File: config.mk
export PLATFORM = sky130hd
export DESIGN_NAME = kcr_merge
export DESIGN_NICKNAME = d
export VERILOG_FILES = /design/src/rtl/kcr_pkg.sv /design/src/rtl/kcr_merge.sv
export SDC_FILE = /design/constraint.sdc
export NUM_CORES = 1
export LEC_CHECK = 0
export BUFFER_PORTS_ARGS = -buffer_cell sky130_fd_sc_hd__clkbuf_2
export CAP_MARGIN = 15
export CORE_MARGIN = 3
export CORE_UTILIZATION = 53
export CTS_CLUSTER_DIAMETER = 100
export DETAILED_ROUTE_END_ITERATION = 6
export GPL_TIMING_DRIVEN = 0
export PLACE_DENSITY_LB_ADDON = 0.12
export SYNTH_ARGS = -nofsm -noshare
export SYNTH_HDL_FRONTEND = slang
export SYNTH_SLANG_ARGS = --single-unit
export TNS_END_PERCENT = 5
File: constraint.sdc
create_clock -name clk -period 7.1 [get_ports clk]
set_clock_uncertainty 0.2 [all_clocks]
set_input_delay 0.71 -clock clk [delete_from_list [all_inputs] [get_ports clk]]
set_output_delay 0.71 -clock clk [all_outputs]
set_load 0.005 [all_outputs]
File: src/rtl/kcr_pkg.sv
// Shared types, constants and pair-index helpers for the Kuramoto coupling block.
package kcr_pkg;

    // Oscillators per item and binary-angle width of one phase
    localparam int NUM_OSC     = 6;
    localparam int ANGLE_BITS  = 16;
    localparam int NUM_PAIRS   = NUM_OSC * (NUM_OSC - 1) / 2;

    // Wrapped difference width and sine datapath widths
    localparam int DIFF_W      = 16;
    localparam int AZ_W        = 29;           // |d*(32768-|d|)| <= 2^28
    localparam int SQ_W        = 2 * AZ_W;
    localparam int T31_W       = AZ_W + 5;
    localparam int NUM_W       = 62;           // 40 * 2^56 < 2^62
    localparam int H_W         = NUM_W - 47;   // numerator over 2^47
    localparam int Q_W         = 13;           // quotient by 5, at most 4096
    localparam int RECIP_W     = 16;
    localparam int RECIP_SHIFT = 18;
    localparam logic [RECIP_W-1:0] RECIP5 = 16'hCCCD;
    localparam int SINE_W      = Q_W + 1;

    // Rate and drift formats
    localparam int RATE_W      = 16;
    localparam int DRIFT_W     = 15;
    localparam int SUM_W       = SINE_W + $clog2(NUM_OSC) + 2;
    localparam logic signed [DRIFT_W-1:0] DRIFT_RESET = 15'sd4096;
    localparam logic signed [SUM_W-1:0] SAT_HI = SUM_W'((1 << (RATE_W - 1)) - 1);
    localparam logic signed [SUM_W-1:0] SAT_LO = -SUM_W'(1 << (RATE_W - 1));

    // Pipeline depth of one lane
    localparam int LANE_STAGES = 6;

    typedef logic [ANGLE_BITS-1:0]    phase_t;
    typedef logic signed [SINE_W-1:0] sine_t;
    typedef logic signed [RATE_W-1:0] rate_t;
    typedef logic signed [DRIFT_W-1:0] drift_t;

    // Stage load strobes shared by every lane
    typedef struct packed {
        logic [LANE_STAGES-1:0] en;
    } lane_ctrl_t;

    // First member i of pair p in the order (0,1),(0,2)..(1,2)..
    function automatic int pair_first(input int p);
        int idx;
        int res;
        idx = 0;
        res = 0;
        for (int i = 0; i < NUM_OSC; i++)
        begin
            for (int j = i + 1; j < NUM_OSC; j++)
            begin
                if (idx == p)
                    res = i;
                idx++;
            end
        end
        return res;
    endfunction

    // Second member j of pair p
    function automatic int pair_second(input int p);
        int idx;
        int res;
        idx = 0;
        res = 0;
        for (int i = 0; i < NUM_OSC; i++)
        begin
            for (int j = i + 1; j < NUM_OSC; j++)
            begin
                if (idx == p)
                    res = j;
                idx++;
            end
        end
        return res;
    endfunction

endpackage

File: src/rtl/kcr_merge.sv
// Merge stage: drift plus signed pair sines per oscillator, saturated and registered.
module kcr_merge
    import kcr_pkg::*;
(
    input  logic   clk,
    input  logic   en,
    input  drift_t drift,
    input  sine_t  sine [NUM_PAIRS],
    output rate_t  rate [NUM_OSC]
);

    logic signed [SUM_W-1:0] acc [NUM_OSC];
    rate_t                   sat [NUM_OSC];
    rate_t                   rate_reg [NUM_OSC];

    // Per oscillator: minus as first member, plus as second
    always_comb
    begin
        for (int k = 0; k < NUM_OSC; k++)
        begin
            acc[k] = SUM_W'(drift);
            for (int p = 0; p < NUM_PAIRS; p++)
            begin
                if (pair_first(p) == k)
                    acc[k] = acc[k] - SUM_W'(sine[p]);
                if (pair_second(p) == k)
                    acc[k] = acc[k] + SUM_W'(sine[p]);
            end
            if (acc[k] > SAT_HI)
                sat[k] = RATE_W'(SAT_HI);
            else if (acc[k] < SAT_LO)
                sat[k] = RATE_W'(SAT_LO);
            else
                sat[k] = RATE_W'(acc[k]);
        end
    end

    // Output register
    always_ff @(posedge clk)
    begin
        if (en)
        begin
            for (int k = 0; k < NUM_OSC; k++)
                rate_reg[k] <= sat[k];
        end
    end

    assign rate = rate_reg;

endmodule

==> summary.md <==
| Metric | Value |
|---|---|
| Mapped Area | `18300 sq um` |
| Total of max-cap violations | `0` |
| Hold_sp | `sine[28]` |
| Post-synthesis async set-or-reset flop share | `0%` |
| Clock buffer depth | `2` |
| Hold_ws | `595 ps` |
| Layout net count | `2921` |
| Pre-antenna DRT Iters | `5` |
| Req. time, crit path | `7030 ps` |
| Total CTS buffers | `9` |
| Synth Area in Adders | `46.3%` |
| Fin crit share | `95.8%` |
| Max Freq | `0.147 GHz` |
| Top FF cell, synth | `edfxtp_1` |
| Setup crit end kind | `flop` |
| Critical Path End | `rate[16]` |
| Power, Total | `12.0 mW` |
| Worst setup SP type | `input port` |
| Critical path type | `in -> reg` |
| Synth Area in XOR/XNOR | `5.90%` |
| Core Area | `33800 sq um` |
| First-pass GRT wire length | `80600 um` |
| Ports | `323` |
| Setup violators final | `0` |
| Gr ovfl total | `0` |
| Post-synth EDFFs | `96` |
| Synthesized net count | `2572` |
| DRC viols | `0` |
| Pre-CTS WS | `-1370 ps` |
| CTS root buffer | `clkbuf_16` |
| HPWL after DPL | `48100 um` |
| Post-CTS Hold Fix Bufs | `0` |
| Mean Syn Cell Area | `9.81 sq um` |
| Max FFs per register | `96` |
| Maximum VDD drop | `0.659 mV` |
| Hold Crit Class | `in -> reg` |
| Fraction of layout cells with a size suffix above 1 | `19.1%` |
| Max_slew headroom | `53.4%` |
| CTS tree | `built` |
| CP Max Fanout | `5` |
| Pwr/cell area | `570 nW/um^2` |
| Width of the die | `192 um` |
| Mux share of post-synthesis cell area | `0%` |
| Clock slew at reported path FFs | `70 ps` |
| Synthesis Warnings | `0` |
| Cell count after synthesis | `1863` |
| Gr usage total | `29.6%` |
| Area after DPL | `20500 sq um` |
| FILL cells | `2953` |
| Starting Density | `54.1%` |
| DR vias/cell | `5.31` |
| Final Non-Filler Cells | `2665` |
| Cell mode on critical path | `a21o_1` |
| Worst-Margin Slew | `696 ps` |
| Status | `finished clean` |
| Antenna violations before repair | `15` |
| Htree depth | `3` |
| Tmin final | `6800 ps` |
| CP arrival | `6730 ps` |
| Routed length per placed instance | `19.8 um` |
| Flops & latches, synth | `96` |
| Maximum number of pins on one net before global-route repair | `51` |
| Yosys cell types | `68` |
| Sequential-to-total area share from yosys stat | `15.8%` |
| Rows | `67` |
| Final WL | `52700 um` |
| Placed cells | `2634` |
| Final WS setup | `296 ps` |
| DRT antenna net count | `0` |
| I/O Buffers | `322` |
| Final Cell Area | `21100 sq um` |
| Vias | `14100` |
| FF+latch area | `2880 sq um` |
| Iter 0 DRT Violations | `697` |
| RePlAce Congestion | `0.992` |
| Largest family of logic cells by synthesized area | `adder cells` |
| Worst Hold Depth | `3` |
| Final count of hold timing violations | `0` |
| Area growth, synth to finish | `15.6%` |
| Slowest-stage cell, CP | `fa_1` |
| Vias in the first global route | `14500` |
| CP startpoint | `drift[1]` |
| RSZ-0062 raised after global routing | `true` |
| Pleak | `10.9 nW` |
| Die height | `192 um` |
| CTS Sinks | `96` |
| Die Area | `36700 sq um` |
| Multi-input gate area | `13500 sq um` |
| Worst path max stage delay | `520 ps` |
| Final max-slew violation count | `0` |
| Synth Area in Compound Gates | `14.6%` |
| Synth Area in Simple Gates | `6.42%` |
where the power goes:
group	internal, mW	switching [mW]	total [mW]
Clock	0.305	0.221	0.526
Sequential	1.43	0.0829	1.51
Combinational	4.33	5.67	10.0
Yosys cell counts (all sizes together), types with 8 or more instances:
library cell	n	area (sq um)
inv	520	1950
fa	321	6430
ha	161	2010
edfxtp	96	2880
o21ai	87	435
a21o	85	638
xnor2	76	666
a21oi	75	383
nor2	58	218
xor2	47	412
nand2	39	146
o21a	34	255
nor3	30	161
nand3	24	120
nand2b	23	144
nor2b	20	125
a211oi	15	118
o21bai	15	116
a31oi	12	75.1
o211ai	10	75.1
a31o	9	78.8
and3	8	50.1
o31ai	8	70.1
or2	8	50.1
or3	8	50.1
through the flow:
step	util, %	setup TNS [ps]
6_report	62.5	0
5_1_grt	62.5	-790
4_1_cts	61.9	0
3_5_place_dp	60.6	-42780
3_3_place_gp	60.5	-41150
2_1_floorplan	-	0
repair_timing:
action                                  4_1_cts  5_1_grt
resized for setup                            26       38
endpoints found under the setup margin       39       46
pin swaps                                     3       16
setup buffers                                 5       10
how the worst min path moves through the flow:
stage | slack [ps] | to
finish | 600 | rate[16]
global route | 610 | rate[16]
CTS | 570 | rate[16]
detailed placement | 910 | rate[14]
global placement | 910 | rate[19]
floorplan | 620 | rate[0]
routing by layer:
layer | vias to the layer above | share of wire (%) | track usage (%)
li1 | 6662 | - | -
met1 | 6895 | 42 | 38.9
met2 | 452 | 48 | 50.2
met3 | 104 | 6.4 | 5.33
met4 | 28 | 3.1 | 8.58
met5 | - | 0.36 | 0
critical path, delay by kind of cell:
| family | cells | cell delay (ps) |
|---|---|---|
| AOI/OAI and AO/OA | 13 | 2400 |
| adders and majority gates | 6 | 2380 |
| buffers and inverters | 5 | 540 |
| and+or+nand+nor | 3 | 360 |
| xor gates and xnor gates | 2 | 320 |
final cells by class:
class | count | area share (%)
multi-input combinational | 1233 | 64.1
clock inverter | 6 | 0.403
timing repair buffer | 338 | 8.35
inverter | 520 | 9.28
clock buffer | 9 | 1.07
tap | 448 | 2.65
buffer | 14 | 0.450
antenna | 1 | 0.0118
sequential | 96 | 13.7
cell families after synthesis:
group	count (synthesis)
AND/OR/NAND/NOR	233
adder cells (fa/ha/maj)	483
flip-flops	96
XOR/XNOR	123
buffers and inverters	534
AO/OA/AOI/OAI	394
placed cells by master, fill, tap and decap left out, types with 5 or more instances in the layout:
master / instances
a211oi_1: 13
a21o_1: 85
a21oi_1: 62
a21oi_2: 11
a31o_2: 9
a31oi_1: 11
and3_1: 8
buf_4: 17
clkbuf_16: 9
clkbuf_2: 319
edfxtp_1: 96
fa_1: 320
ha_1: 159
inv_1: 518
nand2_1: 38
nand2b_1: 23
nand3_1: 24
nor2_1: 58
nor2b_1: 19
nor3_1: 29
o211ai_1: 10
o21a_1: 34
o21ai_0: 78
o21ai_1: 8
o21bai_1: 14
o22ai_1: 5
o31ai_1: 6
or2_2: 8
or3_1: 8
xnor2_1: 71
xnor2_2: 5
xor2_1: 47
Note: power is estimated with default switching activity, not from simulation.
