**config.mk**
```make
export PLATFORM = sky130hd
export DESIGN_NAME = kcr_lane
export DESIGN_NICKNAME = d
export VERILOG_FILES = /design/src/rtl/kcr_pkg.sv /design/src/rtl/kcr_lane.sv
export SDC_FILE = /design/constraint.sdc
export NUM_CORES = 2
export LEC_CHECK = 0
export BUFFER_PORTS_ARGS = -buffer_cell sky130_fd_sc_hd__buf_2
export CORE_MARGIN = 2
export CORE_UTILIZATION = 25
export CTS_BUF_LIST = sky130_fd_sc_hd__clkbuf_8
export DETAILED_ROUTE_END_ITERATION = 7
export PLACE_DENSITY = 0.42
export SLEW_MARGIN = 5
export SYNTH_ARGS = -nofsm -noshare
export SYNTH_HDL_FRONTEND = slang
export SYNTH_SLANG_ARGS = --single-unit
```
**constraint.sdc**
```tcl
create_clock -name clk -period 13.7 [get_ports clk]
set_clock_uncertainty 0.2 [all_clocks]
set_input_delay 2.055 -clock clk [delete_from_list [all_inputs] [get_ports clk]]
set_output_delay 2.055 -clock clk [all_outputs]
set_load 0.05 [all_outputs]
```
**src/rtl/kcr_pkg.sv**
```systemverilog
// Shared types, constants and pair-index helpers for the Kuramoto coupling block.
package kcr_pkg;

    // Oscillators per item and binary-angle width of one phase
    localparam int NUM_OSC     = 6;
    localparam int ANGLE_BITS  = 16;
    localparam int NUM_PAIRS   = NUM_OSC * (NUM_OSC - 1) / 2;

    // Wrapped difference width and sine datapath widths
    localparam int DIFF_W      = 16;
    localparam int AZ_W        = 29;           // |d*(32768-|d|)| <= 2^28
    localparam int SQ_W        = 2 * AZ_W;
    localparam int T31_W       = AZ_W + 5;
    localparam int NUM_W       = 62;           // 40 * 2^56 < 2^62
    localparam int H_W         = NUM_W - 47;   // numerator over 2^47
    localparam int Q_W         = 13;           // quotient by 5, at most 4096
    localparam int RECIP_W     = 16;
    localparam int RECIP_SHIFT = 18;
    localparam logic [RECIP_W-1:0] RECIP5 = 16'hCCCD;
    localparam int SINE_W      = Q_W + 1;

    // Rate and drift formats
    localparam int RATE_W      = 16;
    localparam int DRIFT_W     = 15;
    localparam int SUM_W       = SINE_W + $clog2(NUM_OSC) + 2;
    localparam logic signed [DRIFT_W-1:0] DRIFT_RESET = 15'sd4096;
    localparam logic signed [SUM_W-1:0] SAT_HI = SUM_W'((1 << (RATE_W - 1)) - 1);
    localparam logic signed [SUM_W-1:0] SAT_LO = -SUM_W'(1 << (RATE_W - 1));

    // Pipeline depth of one lane
    localparam int LANE_STAGES = 6;

    typedef logic [ANGLE_BITS-1:0]    phase_t;
    typedef logic signed [SINE_W-1:0] sine_t;
    typedef logic signed [RATE_W-1:0] rate_t;
    typedef logic signed [DRIFT_W-1:0] drift_t;

    // Stage load strobes shared by every lane
    typedef struct packed {
        logic [LANE_STAGES-1:0] en;
    } lane_ctrl_t;

    // First member i of pair p in the order (0,1),(0,2)..(1,2)..
    function automatic int pair_first(input int p);
        int idx;
        int res;
        idx = 0;
        res = 0;
        for (int i = 0; i < NUM_OSC; i++)
        begin
            for (int j = i + 1; j < NUM_OSC; j++)
            begin
                if (idx == p)
                    res = i;
                idx++;
            end
        end
        return res;
    endfunction

    // Second member j of pair p
    function automatic int pair_second(input int p);
        int idx;
        int res;
        idx = 0;
        res = 0;
        for (int i = 0; i < NUM_OSC; i++)
        begin
            for (int j = i + 1; j < NUM_OSC; j++)
            begin
                if (idx == p)
                    res = j;
                idx++;
            end
        end
        return res;
    endfunction

endpackage

```
**src/rtl/kcr_lane.sv**
```systemverilog
// One pair lane: wrapped phase difference and parabolic sine, six stages.
module kcr_lane
    import kcr_pkg::*;
(
    input  logic       clk,
    input  lane_ctrl_t ctrl,
    input  phase_t     phase_i,
    input  phase_t     phase_j,
    output sine_t      sine
);

    logic [ANGLE_BITS-1:0] raw;
    logic [DIFF_W-1:0]     diff;

    logic [DIFF_W-1:0]     d_reg;
    logic [DIFF_W-1:0]     ad;
    logic [DIFF_W-1:0]     comp;
    logic [2*DIFF_W-1:0]   zprod;
    logic [AZ_W-1:0]       az1_reg;
    logic                  neg1_reg;
    logic [SQ_W-1:0]       sq_reg;
    logic [AZ_W-1:0]       az2_reg;
    logic                  neg2_reg;
    logic [T31_W-1:0]      t31;
    logic [NUM_W-1:0]      num;
    logic [H_W-1:0]        h_reg;
    logic                  low_reg;
    logic                  neg3_reg;
    logic [H_W+RECIP_W-1:0] qprod;
    logic [Q_W-1:0]        q_reg;
    logic [H_W-1:0]        h5_reg;
    logic                  low5_reg;
    logic                  neg5_reg;
    logic [H_W-1:0]        q5;
    logic                  inexact;
    logic [SINE_W-1:0]     mag;
    sine_t                 s_reg;

    // Modular difference, brought to 16 bits
    assign raw = phase_i - phase_j;
    generate
        if (ANGLE_BITS >= DIFF_W)
        begin : g_trunc
            assign diff = raw[ANGLE_BITS-1 -: DIFF_W];
        end
        else
        begin : g_pad
            assign diff = {raw, {(DIFF_W - ANGLE_BITS){1'b0}}};
        end
    endgenerate

    // Stage 1: difference register
    always_ff @(posedge clk)
    begin
        if (ctrl.en[0])
            d_reg <= diff;
    end

    // Stage 2: |z| = |d| * (32768 - |d|)
    assign ad    = d_reg[DIFF_W-1] ? DIFF_W'(-d_reg) : d_reg;
    assign comp  = DIFF_W'(17'(1 << (DIFF_W - 1)) - 17'(ad));
    assign zprod = ad * comp;

    always_ff @(posedge clk)
    begin
        if (ctrl.en[1])
        begin
            az1_reg  <= zprod[AZ_W-1:0];
            neg1_reg <= d_reg[DIFF_W-1];
        end
    end

    // Stage 3: square of |z|
    always_ff @(posedge clk)
    begin
        if (ctrl.en[2])
        begin
            sq_reg   <= az1_reg * az1_reg;
            az2_reg  <= az1_reg;
            neg2_reg <= neg1_reg;
        end
    end

    // Stage 4: |num| = 31*|z|*2^28 + 9*z^2, split at 2^47
    assign t31 = {az2_reg, 5'b0} - T31_W'(az2_reg);
    assign num = {t31, 28'b0} + NUM_W'({sq_reg, 3'b0}) + NUM_W'(sq_reg);

    always_ff @(posedge clk)
    begin
        if (ctrl.en[3])
        begin
            h_reg    <= num[NUM_W-1:47];
            low_reg  <= |num[46:0];
            neg3_reg <= neg2_reg;
        end
    end

    // Stage 5: quotient by 5 through the reciprocal
    assign qprod = h_reg * RECIP5;

    always_ff @(posedge clk)
    begin
        if (ctrl.en[4])
        begin
            q_reg    <= qprod[RECIP_SHIFT +: Q_W];
            h5_reg   <= h_reg;
            low5_reg <= low_reg;
            neg5_reg <= neg3_reg;
        end
    end

    // Stage 6: floor toward minus infinity; only a negative inexact value rounds up in magnitude
    assign q5      = {q_reg, 2'b0} + H_W'(q_reg);
    assign inexact = low5_reg || (q5 != h5_reg);
    assign mag     = {1'b0, q_reg} + SINE_W'(neg5_reg && inexact);

    always_ff @(posedge clk)
    begin
        if (ctrl.en[5])
            s_reg <= neg5_reg ? -mag : mag;
    end

    assign sine = s_reg;

endmodule

```
==> flow_metrics.env <==
export IMPL_gp_congestion=0.818
export IMPL_crit_required_ns=13.90
export IMPL_finalSetupViolCount=0
export IMPL_start_util_pct=25.1
export IMPL_dpl_cell_count=7850
export IMPL_finalCriticalPeriod_ns=10.63
export IMPL_ys_types=76
export IMPL_cap_violations=0
export IMPL_synthesis_area_um2=49600
export IMPL_rr_worst_depth=33
export IMPL_postCtsSetupBuffers=0
export IMPL_rrSetupSlack_ns=3.07
export IMPL_hpwl_um=108000
export IMPL_yosysMostFrequentCell="inv_1"
export IMPL_clock_latency_ns=0.65
export IMPL_yosysTopAreaCellShare_pct=37.7
export IMPL_crit_fanout=23
export IMPL_synth_edff_count=193
export IMPL_final_setup_tns_ns=0
export IMPL_num_vias=33568
export IMPL_grt_max_degree=65
export IMPL_maxSlewViolCount=0
export IMPL_worstReg2RegStart="d_reg[0]"
export IMPL_crit_start="d_reg[0]"
export IMPL_path_class="register to register"
export IMPL_die_area_um2=202000
export IMPL_htreeDepth=4
export IMPL_crit_end="az1_reg[28]"
export IMPL_num_nets_final=6805
export IMPL_hold_viol=0
export IMPL_ys_warn_count=0
export IMPL_seq_area_frac_synth_pct=11.7
export IMPL_instances_no_fill=7884
export IMPL_yosys_register_bits=193
export IMPL_numPortBuffers=52
export IMPL_worst_path_max_delay_cell="edfxtp_1"
export IMPL_clockRootBuffer="clkbuf_8"
export IMPL_fmax_mhz=94.1
export IMPL_num_rows=163
export IMPL_synthFlopType="edfxtp_1"
export IMPL_max_stage_delay_ns=0.78
export IMPL_cts_buffers=17
export IMPL_top_level_ports=53
export IMPL_yosys_top_cells_area="fa_1, ha_1, edfxtp_1"
export IMPL_async_reset_ff_share_pct=0
export IMPL_status="finished clean"
export IMPL_start_kind="register"
export IMPL_die_w_um=449
export IMPL_relSlewSlack_pct=25.6
export IMPL_cts_resized_gates=0
export IMPL_yosysTopAreaCell="fa_1"
export IMPL_rsz0062_at_grt="no"
export IMPL_die_h_um=449
export IMPL_timing_rr_end="az1_reg[28]"
export IMPL_grt_pass1_vias=37644
export IMPL_drt_total_wl_um=129000
export IMPL_grt_ovfl_total=0
export IMPL_via_per_inst=4.26
export IMPL_cp_end_kind="register"
export IMPL_clock_sinks=193
export IMPL_drive_gt1_share_pct=4.14
export IMPL_drc=0
export IMPL_detail_route_antenna_nets=0
export IMPL_core_um2=197000
export IMPL_cts_hold_buf=0
export IMPL_period_share_pct=77.6
export IMPL_track_usage_pct=13.1
export IMPL_largest_reg_flops=57
export IMPL_fillerInstances=21071
export IMPL_netlist_instances=5254
export IMPL_areaGrowthSynthToFinish_pct=7.71
export IMPL_crit_path_frequent_cell="fa_1"
export IMPL_arrival_ns=10.83
export IMPL_clkSlewWorstSetupHoldPaths_ns=0.14
export IMPL_first_pass_iters=5
export IMPL_grt_antenna_before_repair=5
export IMPL_hold_path_class="register to register"
export IMPL_synthTopCellsByCount="inv_1, fa_1, ha_1, nand2_1, nor2_1"
export IMPL_cts_path_max_buffers=2
export IMPL_cts_tree="built"
export IMPL_syn_area_per_cell_um2=9.44
export IMPL_grt_first_pass_wirelength_um=210000
export IMPL_drtIter0Drc=1703
export IMPL_wire_per_inst_um=16.4
export IMPL_worst_pin_slew_ns=1.09
## cell type report
cell class	count	area [um^2]	share of cell area, %
tap	2640	3300	6.18
sequential	193	5800	10.8
antenna	2	5.00	0.00937
timing repair buffer	96	593	1.11
clock inverter	15	214	0.401
inverter	1330	4990	9.35
clock buffer	17	234	0.438
multi-input combinational	3591	38300	71.7
## critical path, delay by kind of cell (launching register included)
kind                       cells  cell delay, ns
adders and majority gates      9            4.04
and+or+nand+nor                7            1.91
AOI/OAI and AO/OA              9            1.83
buffers and inverters          6            1.21
DFF                            1            0.78
muxes                          1            0.25
xor gates and xnor gates       1            0.17
## stage by stage
step                util [%]  setup WS, ns  area [um^2]  hold slack [ns]
floorplan                  -          3.82        49600            0.200
global route            27.1          2.32        53400            0.255
CTS                     27.1          3.05        53400            0.236
global placement        26.9          3.16        53000            0.207
detailed placement      26.9          3.05        53000            0.205
finish                  27.1          3.07        53400            0.235
## layer usage
metal	GRT usage, %	up-vias	part of all wire, %
li1	-	16250	-
met1	17.4	16895	47
met2	23.4	339	50
met3	1.14	84	1.8
met4	2.30	0	1.4
met5	0	-	0
## cells by family after synthesis
logic type	count (synthesis)	share of synthesized area, %
adders and majority gates	1537	52.9
buffers and inverters	1475	11.2
and+or+nand+nor	1188	11.8
AOI/OAI and AO/OA	603	7.80
xor gates and xnor gates	242	4.31
DFF	193	11.7
muxes	14	0.293
other	2	0.0151
## cells in the final DEF, fill, tap and decap left out, types with 27 or more instances in the layout
| cell | n |
|---|---|
| inv_1 | 1321 |
| fa_1 | 935 |
| ha_1 | 602 |
| nand2_1 | 364 |
| nor2_1 | 252 |
| edfxtp_1 | 193 |
| a21oi_1 | 171 |
| and2_1 | 160 |
| xnor2_1 | 157 |
| o21ai_0 | 124 |
| a21o_1 | 103 |
| nand2b_1 | 94 |
| xor2_1 | 84 |
| or2_2 | 63 |
| nand3_1 | 56 |
| buf_2 | 51 |
| buf_4 | 45 |
| nor3_1 | 43 |
| nor2b_1 | 41 |
| nand4_1 | 35 |
| o21a_1 | 31 |
| and3_1 | 27 |
## how the worst min path moves through the flow
stage               endpoint  cells past startpoint      from  slack [ns]
finish              neg5_reg                      0  neg3_reg        0.23
global route        neg5_reg                      0  neg3_reg        0.25
CTS                 neg5_reg                      0  neg3_reg        0.24
detailed placement  neg5_reg                      0  neg3_reg        0.21
global placement    low5_reg                      0   low_reg        0.21
floorplan           low5_reg                      0   low_reg        0.20
Power is left out: the tool's default activity adds up to more than one toggle a clock period on the data nets, which glitch-free logic cannot reach.
